### src/rtl/core/psd_pkg.sv
`timescale 1ns / 1ps
// ----------------------------------------------------------------------------
// psd_pkg
// Shared types and constants of the point to segment distance block.
// ----------------------------------------------------------------------------
package psd_pkg;

    localparam int DIST_W = 17;
    localparam logic [DIST_W-1:0] DIST_MAX = 17'h1FFFF;

    typedef enum logic [1:0] {
        REGION_START    = 2'd0,
        REGION_END      = 2'd1,
        REGION_INTERIOR = 2'd2
    } t_region;

endpackage

### src/rtl/core/psd_sqrt.sv
`timescale 1ns / 1ps
// ----------------------------------------------------------------------------
// psd_sqrt
// Pipelined digit-by-digit integer square root, one root bit per stage.
// ----------------------------------------------------------------------------
module psd_sqrt import psd_pkg::*; #(
    parameter int IW = 36
) (
    input  logic            i_clk,
    input  logic            i_rst_n,
    input  logic            i_valid,
    input  logic [IW-1:0]   i_rad,
    input  t_region         i_tag,
    output logic            o_valid,
    output logic [IW/2-1:0] o_root,
    output t_region         o_tag
);

    localparam int RW = IW / 2;

    logic [RW+1:0] r_rem  [0:RW-1];
    logic [RW-1:0] r_root [0:RW-1];
    logic [IW-1:0] r_rad  [0:RW-1];
    t_region       r_tag  [0:RW-1];
    logic [RW-1:0] r_vld;

    for (genvar k = 0; k < RW; k++) begin : g_stage
        logic [RW+1:0] a_rem;
        logic [RW-1:0] a_root;
        logic [IW-1:0] a_rad;
        t_region       a_tag;
        logic          a_vld;
        logic [RW+3:0] w_shift;
        logic [RW+3:0] w_trial;
        logic [RW+3:0] w_diff;
        logic          w_ge;

        if (k == 0) begin : g_in
            assign a_rem  = '0;
            assign a_root = '0;
            assign a_rad  = i_rad;
            assign a_tag  = i_tag;
            assign a_vld  = i_valid;
        end else begin : g_chain
            assign a_rem  = r_rem[k-1];
            assign a_root = r_root[k-1];
            assign a_rad  = r_rad[k-1];
            assign a_tag  = r_tag[k-1];
            assign a_vld  = r_vld[k-1];
        end

        always_comb begin
            w_shift = {a_rem, a_rad[IW-1:IW-2]};
            w_trial = {2'b00, a_root, 2'b01};
            w_diff  = w_shift - w_trial;
            w_ge    = (w_shift >= w_trial);
        end

        always_ff @(posedge i_clk) begin
            r_rem[k]  <= w_ge ? w_diff[RW+1:0] : w_shift[RW+1:0];
            r_root[k] <= {a_root[RW-2:0], w_ge};
            r_rad[k]  <= {a_rad[IW-3:0], 2'b00};
            r_tag[k]  <= a_tag;
            if (!i_rst_n) begin
                r_vld[k] <= 1'b0;
            end else begin
                r_vld[k] <= a_vld;
            end
        end
    end

    assign o_valid = r_vld[RW-1];
    assign o_root  = r_root[RW-1];
    assign o_tag   = r_tag[RW-1];

endmodule

### config.mk
export PLATFORM = sky130hd
export DESIGN_NAME = psd_sqrt
export DESIGN_NICKNAME = d
export VERILOG_FILES = /design/src/rtl/core/psd_pkg.sv /design/src/rtl/core/psd_sqrt.sv
export SDC_FILE = /design/constraint.sdc
export NUM_CORES = 1
export LEC_CHECK = 0
export ABC_CLOCK_PERIOD_IN_PS = 7100
export BUFFER_PORTS_ARGS = -buffer_cell sky130_fd_sc_hd__buf_2
export CELL_PAD_IN_SITES_DETAIL_PLACEMENT = 0
export CELL_PAD_IN_SITES_GLOBAL_PLACEMENT = 1
export CORE_ASPECT_RATIO = 0.75
export CORE_MARGIN = 5
export CORE_UTILIZATION = 50
export DETAILED_ROUTE_END_ITERATION = 10
export PLACE_DENSITY = 0.89
export SYNTH_ARGS = -nofsm -noshare
export SYNTH_HDL_FRONTEND = slang
export SYNTH_SLANG_ARGS = --single-unit
export TNS_END_PERCENT = 10
### constraint.sdc
create_clock -name i_clk -period 7.1 [get_ports i_clk]
set_input_delay 0.71 -clock i_clk [delete_from_list [all_inputs] [get_ports i_clk]]
set_output_delay 0.71 -clock i_clk [all_outputs]
set_load 0.01 [all_outputs]
==> flow_summary.ini, run 1 <==
[outcome]
outcome = finished clean

[clocking]
path_clk_slew_ps = 60
cts_hold_buf = 0
tritoncts = done
h-tree-depth = 3
cts_root_buf = clkbuf_16
cts_buffers = 79
clk_latency_ps = 620
clock_path_buffers = 3
post_cts_buffers = 0
cts_sinks = 848
cts-resized-gates = 0

[route]
wl_met1_mm = 27.1
vias = 19100
detail-route-antenna-nets = 0
wl_met3_mm = 3.01
met2_length_mm = 22.6
viasPerCell = 5.07
post-route-drc-count = 0
dr.pass1.iters = 5
first_iter_violations = 1189
wirelength_mm = 53.8
wl_per_cell_um = 14.3
top_layer = met4

[logic_synthesis]
synthesis.nets = 3045
synth_top_family_by_area = simple AND/OR/NAND/NOR gates
yosysSeqAreaShare = 0.570
ys_ff_latch = 848
synth-edff-count = 0
synth-simple-area-share = 0.118
synth_compound_area_frac = 0.108
yosysUniqueCellTypes = 78
synth-xor-area-share = 0.0739
synthesis.area_mm2 = 0.0298
ys.flop_type = dfxtp_1
syn_avg_cell_area_um2 = 10.6
synthMuxAreaShare = 0.0155
synth-warning-count = 0
synthAdderAreaFrac = 0.0799
async_flop_share = 0
syn_inst = 2814

[floorplanning]
die_x_um = 292
fp.dieH_um = 221
start_util = 0.505
core_area_mm2 = 0.0590
num_io_pins = 62
fp.dieArea_mm2 = 0.0645
rows = 77

[setup_path]
path_class = flop to flop
timing.rr.end = r_rem[16][8]
start_kind = flop
cp.arrival_ps = 4080
worstRegToRegCells = 9
required_ps = 7590
worstPathMaxFanout = 31
rrSetupSlack_ps = 3510
reg2reg_from = r_root[15][0]
crit_path_end = r_rem[16][8]
crit_path_end_kind = flop
crit_start = r_root[15][0]

[grt]
grt_pass1_wl_mm = 91.4
grt_pass1_vias = 18700
gr-usage-all-layers = 0.166
grt_max_degree = 33
antenna_found_initial = 0
gr-total-overflow = 0

[timing]
finalSetupViolCount = 0
min_period_ps = 3590
setup-tns-final_ps = 0
timing.slew.headroom = 0.189
tightestPinTransition_ps = 1220
slew_violations = 0
fin_crit_sh = 0.506
fin_skew_ps = 26.9
rsz0062_at_grt = false
hold_viol = 0
fmax_mhz = 278

[pwr]
switchingPower_uw = 3360
p_per_area_mw_per_mm2 = 364
max-vdd-ir-drop_mv = 0.231
p_int_uw = 8870
pwr-share-seq = 0.494
p_leak_uw = 0.0159
power.clock.fraction = 0.344
share_comb_of_total_power = 0.162
swShare = 0.275

[layout]
seq_area_mm2 = 0.0170
multi_input_area_mm2 = 0.0118
fillCellCount = 4973
final_net_count = 3144
antennaDiodeCount = 0
drive_above_1_share = 0.0904
syn_to_final_growth_pct = 12.9
finish.instance_area_mm2 = 0.0336

[placement]
dpl_cell_area_mm2 = 0.0309
hpwl_mm = 39.5
io_buffers = 61
globalplace.congestion = 0.929

[job]
maxCapViolCount = 0

[hold_path]
hp-class = input pin to flop
[per-stage QoR]
stage	worst slack, ps	util	std cells	power [µW]	hold slack, ps
CTS	3550	0.570	3767	12400	135
detailed placement	3630	0.524	3622	8100	312
finish	3510	0.570	3767	12200	186
global route	3250	0.570	3767	12900	140
global placement	3700	0.524	3622	8030	310
floorplan	4450	-	2814	7570	310
[cells in the mapped netlist (13+ instances only)]
cell type,number,area share
and3_1,13,0.0027
inv_1,221,0.028
clkbuf_1,36,0.0045
and2_1,26,0.0055
ha_1,190,0.080
nand2b_1,32,0.0067
mux2_2,37,0.014
dfxtp_1,848,0.57
o21ai_0,108,0.018
nand4_1,21,0.0044
xnor2_1,134,0.039
nor2_1,195,0.025
nand3_1,58,0.0098
xor2_1,117,0.034
nand2_1,136,0.017
o21a_1,42,0.011
nor2b_1,28,0.0059
or3_1,25,0.0053
a21oi_1,180,0.030
nor4_1,42,0.0088
nor3_1,63,0.011
a21o_1,69,0.017
[power by group through the flow]
stage	clock (µW)	combinational, µW	sequential, µW
6_report	4200	1980	6050
5_1_grt	4540	2240	6140
4_1_cts	4330	1970	6050
3_5_place_dp	0	1950	6150
3_3_place_gp	0	1890	6130
2_1_floorplan	0	1580	5990
[final cells by class]
type	instances	share of cell area
Multi-Input combinational cell	1699	0.351
Timing Repair Buffer	63	0.00954
Inverter	222	0.0249
Sequential cell	848	0.505
Clock inverter	40	0.0132
Tap cell	790	0.0294
Clock buffer	105	0.0669
[flip-flops by register name (all words and copies together), names as in the netlist]
signal	count
r_rem	317
r_rad	306
r_root	171
r_tag	36
g_stage.a_vld	17
o_valid	1
[metal layers]
| metal | vias to the layer above | global-route usage |
|---|---|---|
| li1 | 9741 | - |
| met1 | 8848 | 0.242 |
| met2 | 429 | 0.250 |
| met3 | 93 | 0.0385 |
| met4 | 0 | 0.0429 |
| met5 | - | 0 |
[critical path, stage by stage (launching register included)]
cell and delay (ps):
dfxtp_1 330, inv_1 40, ha_1 330, nor2b_1 170, o31a_1 290, nor3_1 210
o221ai_1 330, a211oi_1 490, nand2_1 730, mux2_2 530
[placed cells by master (no fill, tap or decap), types with 80 or more instances in the layout]
master and instances:
xnor2_1 134, ha_1 190, dfxtp_1 848, nand2_1 136
clkbuf_16 80, nor2_1 195, inv_1 221, xor2_1 117
o21ai_0 108, a21oi_1 179
[worst min path at each step]
| stage | startpoint | end | slack, ps | cells after the start |
|---|---|---|---|---|
| detailed placement | r_rad[10][31] | r_rad[11][33] | 310 | 0 |
| finish | i_tag[1] | r_tag[0][1] | 190 | 1 |
| floorplan | r_rad[9][18] | r_rad[10][20] | 310 | 0 |
| CTS | i_rad[18] | r_rad[0][18] | 130 | 1 |
| global placement | r_rad[3][6] | r_rad[4][8] | 310 | 0 |
| global route | i_tag[0] | r_tag[0][0] | 140 | 1 |
[logic make-up after synthesis]
family / after synthesis
buffers and inverters: 267
AO/OA/AOI/OAI: 513
multiplexers: 41
adder cells (fa/ha/maj): 190
flip-flops: 848
other: 1
AND/OR/NAND/NOR: 703
XOR/XNOR: 251
Note: power is estimated with default switching activity, not from simulation.
==> run 2: changes to the inputs <==
- ABC_CLOCK_PERIOD_IN_PS: 7100 -> 3000
- CORE_UTILIZATION: 50 -> 45
- PLACE_DENSITY: 0.89 -> 0.85
- clock period: 7.1 -> 3 ns (I/O delays scaled with it)
==> flow_summary.ini, run 2 (same netlist as run 1, synthesis figures left out) <==
[outcome]
outcome = finished clean

[clocking]
tritoncts = done
h-tree-depth = 3
clk_latency_ps = 640
cts_root_buf = clkbuf_16
cts_sinks = 848
clock_path_buffers = 3
post_cts_buffers = 0
cts_buffers = 82
path_clk_slew_ps = 60

[floorplanning]
die_x_um = 307
fp.dieH_um = 233
rows = 81
fp.dieArea_mm2 = 0.0714
start_util = 0.455
core_area_mm2 = 0.0654
num_io_pins = 62

[route]
viasPerCell = 4.97
wirelength_mm = 56.3
detail-route-antenna-nets = 0
wl_per_cell_um = 14.4
wl_met1_mm = 28.4
dr.pass1.iters = 8
met2_length_mm = 23.9
top_layer = met4
first_iter_violations = 1204
wl_met3_mm = 2.82
post-route-drc-count = 0
vias = 19500

[timing]
hold_viol = 0
min_period_ps = 2830
setup-tns-final_ps = 0
rsz0062_at_grt = true
fin_crit_sh = 0.944
fmax_mhz = 353
fin_skew_ps = 27.1
hold_ws_ps = 35.6
slew_violations = 0
tightestPinTransition_ps = 862
timing.slew.headroom = 0.416
finalSetupViolCount = 0
worst_slack_ps = 167

[pwr]
p_per_area_mw_per_mm2 = 860
max-vdd-ir-drop_mv = 0.530
p_leak_uw = 0.0163
finalPower_uw = 29700

[setup_path]
cp.arrival_ps = 3350
reg2reg_from = r_root[15][0]
crit_path_end_kind = flop
worstPathMaxFanout = 4
start_kind = flop
path_class = flop to flop
crit_start = r_root[15][0]
required_ps = 3520

[layout]
reg_top3 = r_rem (317), r_rad (306), r_root (171)
final_net_count = 3219
drive_above_1_share = 0.0987
fillCellCount = 5704
largest_register = r_rem
final_common_cell = dfxtp_1
final_cell_mix = 848 x dfxtp_1, 221 x inv_1, 195 x nor2_1
antennaDiodeCount = 0
syn_to_final_growth_pct = 16.1
largest_reg_flops = 317

[grt]
gr-total-overflow = 0
gr-usage-all-layers = 0.160
grt_pass1_wl_mm = 96.1
grt_pass1_vias = 19500
grt_max_degree = 32
antenna_found_initial = 1

[placement]
hpwl_mm = 41.3
globalplace.congestion = 0.866
io_buffers = 61
place_ws_ps = 67.8

[hold_path]
hp-class = input pin to flop
worstHoldStart = i_rst_n

[job]
maxCapViolCount = 0
-- run 2: changes by cell type in the layout (fill, tap and decap cells not counted), sizes merged --
cell,change
buf,+32
bufinv,+5
clkbuf,+5
clkinv,-8
clkinvlp,-2
dlygate4sd3,+40
-- run 2: repair_timing --
item | 4_1_cts | 5_1_grt
gates resized for setup | 0 | 4
hold buffers | 40 | 0
endpoints found under the hold margin | 40 | 0
setup endpoints to repair | 0 | 13
-- run 2: cell type report --
cell class	instances	area, µm²	area share
Timing Repair Buffer	135	998	0.0289
Clock buffer	110	2310	0.0668
Multi-Input combinational cell	1699	11800	0.341
Inverter	222	836	0.0242
Clock inverter	35	554	0.0160
Tap cell	871	1090	0.0315
Sequential cell	848	17000	0.491
-- run 2: path summary, 6_finish.rpt --
| check | slack, ps | endpoint | depth (start not counted) |
|---|---|---|---|
| worst max-delay path | 170 | r_rem[16][19] | 10 |
| worst min-delay path | 40 | g_stage[2].a_vld | 2 |
| worst max register to register | 170 | r_rem[16][19] | 10 |
| worst min register to register | 320 | r_rad[10][33] | 0 |
-- run 2: routing by layer --
layer / global-route usage / up-vias
li1: - / 9894
met1: 0.229 / 9060
met2: 0.246 / 420
met3: 0.0316 / 97
met4: 0.0496 / 0
met5: 0 / -
-- run 2: stage by stage --
stage               utilization  area, µm²  cells
finish                    0.529      34600   3920
floorplan                     -      29800   2814
global placement          0.478      31300   3735
CTS                       0.528      34500   3920
detailed placement        0.478      31300   3735
global route              0.529      34600   3920
-- run 2: power by group --
group / internal, µW / switching [µW] / total (µW)
logic: 2270 / 2530 / 4800
registers: 13100 / 1230 / 14300
clock network: 6250 / 4320 / 10600
total: 21600 / 8080 / 29700
-- run 2: critical path, cell delays in order (launching register included) --
cell       delay [ps]
dfxtp_1           320
inv_1              40
ha_1              310
o21a_1            120
nor2_1            150
o21ai_0           210
a41o_1            300
a21oi_1           270
nor3_1            120
a2111oi_1         480
mux2_2            390
==> run 3: changes to the inputs <==
- ABC_CLOCK_PERIOD_IN_PS: 3000 -> 2700
- CORE_MARGIN: 5 -> not set
- CORE_UTILIZATION: 45 -> 50
- PLACE_DENSITY: 0.85 -> 0.89
- clock period: 3 -> 2.7 ns (I/O delays scaled with it)
==> flow_summary.ini, run 3 (same netlist as run 1, synthesis figures left out) <==
[outcome]
outcome = complete, but fails checks
failed_checks = setup timing

[timing]
rsz0062_at_grt = true
tightestPinTransition_ps = 726
fmax_mhz = 368
slew_violations = 0
min_period_ps = 2720
fin_crit_sh = 1.01
fin_skew_ps = 34.5
timing.slew.headroom = 0.511
finalSetupViolCount = 3
worst_slack_ps = -20.7
hold_viol = 0
hold_ws_ps = 257

[layout]
utilization = 0.593
finish.instance_area_mm2 = 0.0349
final_cell_mix = 847 x dfxtp_1, 220 x inv_1, 192 x nor2_1
largest_reg_flops = 317
antennaDiodeCount = 0
final_common_cell = dfxtp_1
syn_to_final_growth_pct = 17.3
reg_top3 = r_rem (317), r_rad (306), r_root (171)
largest_register = r_rem
final_net_count = 3269
drive_above_1_share = 0.122

[route]
wirelength_mm = 57.5
first_iter_violations = 1094
post-route-drc-count = 0
detail-route-antenna-nets = 0
viasPerCell = 5.07
wl_per_cell_um = 14.8
dr.pass1.iters = 6
vias = 19700

[pwr]
switchingPower_uw = 9060
pwr-share-seq = 0.486
share_comb_of_total_power = 0.172
p_int_uw = 23700
power.clock.fraction = 0.342
max-vdd-ir-drop_mv = 0.698
swShare = 0.276
p_leak_uw = 0.0165
p_per_area_mw_per_mm2 = 939

[clocking]
cts_buffers = 78
post_cts_buffers = 0
clock_path_buffers = 3
cts_sinks = 848
tritoncts = done
cts_root_buf = clkbuf_16
clk_latency_ps = 630
h-tree-depth = 3
path_clk_slew_ps = 70

[setup_path]
rrSetupSlack_ps = -20
crit_path_end_kind = flop
cpMostUsedCell = or3_1
path_class = flop to flop
required_ps = 3200
cp.arrival_ps = 3220
timing.rr.end = r_rem[13][1]
start_kind = flop
reg2reg_from = r_root[12][12]
crit_start = r_root[12][12]
worstPathMaxFanout = 13
crit_path_top_delay_cell = or4_4
worstRegToRegCells = 11
critPathMaxStageDelay_ps = 470
crit_chain = inv_2 > ha_2 > or3_1 > or3_1 > or4_4 > a311o_1 > o22ai_4 > inv_4 > buf_12 > nor2_1 > a21oi_2

[hold_path]
whs_path_depth = 2
hold_end = r_rad[0][11]
worstHoldStart = i_rad[11]
hp-class = input pin to flop

[grt]
use_met3 = 0.0433
grt_pass1_vias = 19200
grt_max_degree = 27
met1_usage = 0.272
gr-total-overflow = 0
grt_util_met2 = 0.286
antenna_found_initial = 0
gr-usage-all-layers = 0.190
grt_pass1_wl_mm = 94.4
busiest_layer = met2

[floorplanning]
die_x_um = 284
num_io_pins = 62
core_area_mm2 = 0.0589
start_util = 0.506
fp.dieH_um = 213
fp.dieArea_mm2 = 0.0605
rows = 77

[job]
maxCapViolCount = 0

[placement]
dpl_cell_area_mm2 = 0.0316
io_buffers = 61
hpwl_mm = 42.2
globalplace.congestion = 0.916
==> run 3: area by class of cell <==
class                      instances  area, µm²
fill                            4732      24000
tap                              790        988
multi-input combinational       1699      12000
clock inverter                    36        561
inverter                         222        836
timing repair buffer             189       1430
sequential                       848      17000
clock buffer                      98       2140
==> run 3: repair_timing <==
| item | in CTS | in global routing |
|---|---|---|
| hold buffers | 42 | 0 |
| pin swaps | 0 | 2 |
| endpoints found under the setup margin | 46 | 126 |
| resized for setup | 14 | 37 |
| hold endpoints to repair | 57 | 0 |
==> run 3: per-layer routing <==
layer  wire length [µm]  part of all wire
met1              29300              0.51
met2              24100              0.42
met3               2960             0.051
met4               1180             0.020
met5                  0                 0
==> run 3: worst max-delay path by stage <==
stage	endpoint	cells after the start	slack (ps)
final	r_rem[13][1]	11	-20
after global routing	r_rem[13][1]	11	-120
after CTS	r_rem[13][17]	11	-60
after detailed placement	r_rem[6][3]	7	-160
after global placement	r_rem[6][3]	7	-30
after floorplan	r_rem[13][13]	9	50
==> run 3: power groups by stage <==
stage | sequential, µW | clock (µW) | combinational (µW)
finish | 16000 | 11200 | 5630
global route | 16200 | 12100 | 6290
CTS | 15900 | 11500 | 5540
detailed placement | 16200 | 0 | 5410
global placement | 16200 | 0 | 5260
floorplan | 15700 | 0 | 4160
==> run 3: critical path: cells and delay by family, from the launching register on <==
family / cells / cell delay, ps
AO/OA/AOI/OAI: 3 / 550
adder cells (fa/ha/maj): 1 / 160
buffers and inverters: 3 / 310
flip-flops: 1 / 330
AND/OR/NAND/NOR: 4 / 1240
==> run 3: metrics by stage <==
stage / total power [µW] / setup TNS (ps) / std cells / worst slack [ps]
floorplan: 19900 / 0 / 2814 / 49.3
global placement: 21400 / -30.6 / 3706 / -30.6
global route: 34500 / -2020 / 3882 / -121
finish: 32800 / -36.0 / 3882 / -20.7
detailed placement: 21600 / -2840 / 3706 / -165
CTS: 33000 / -111 / 3882 / -55.2
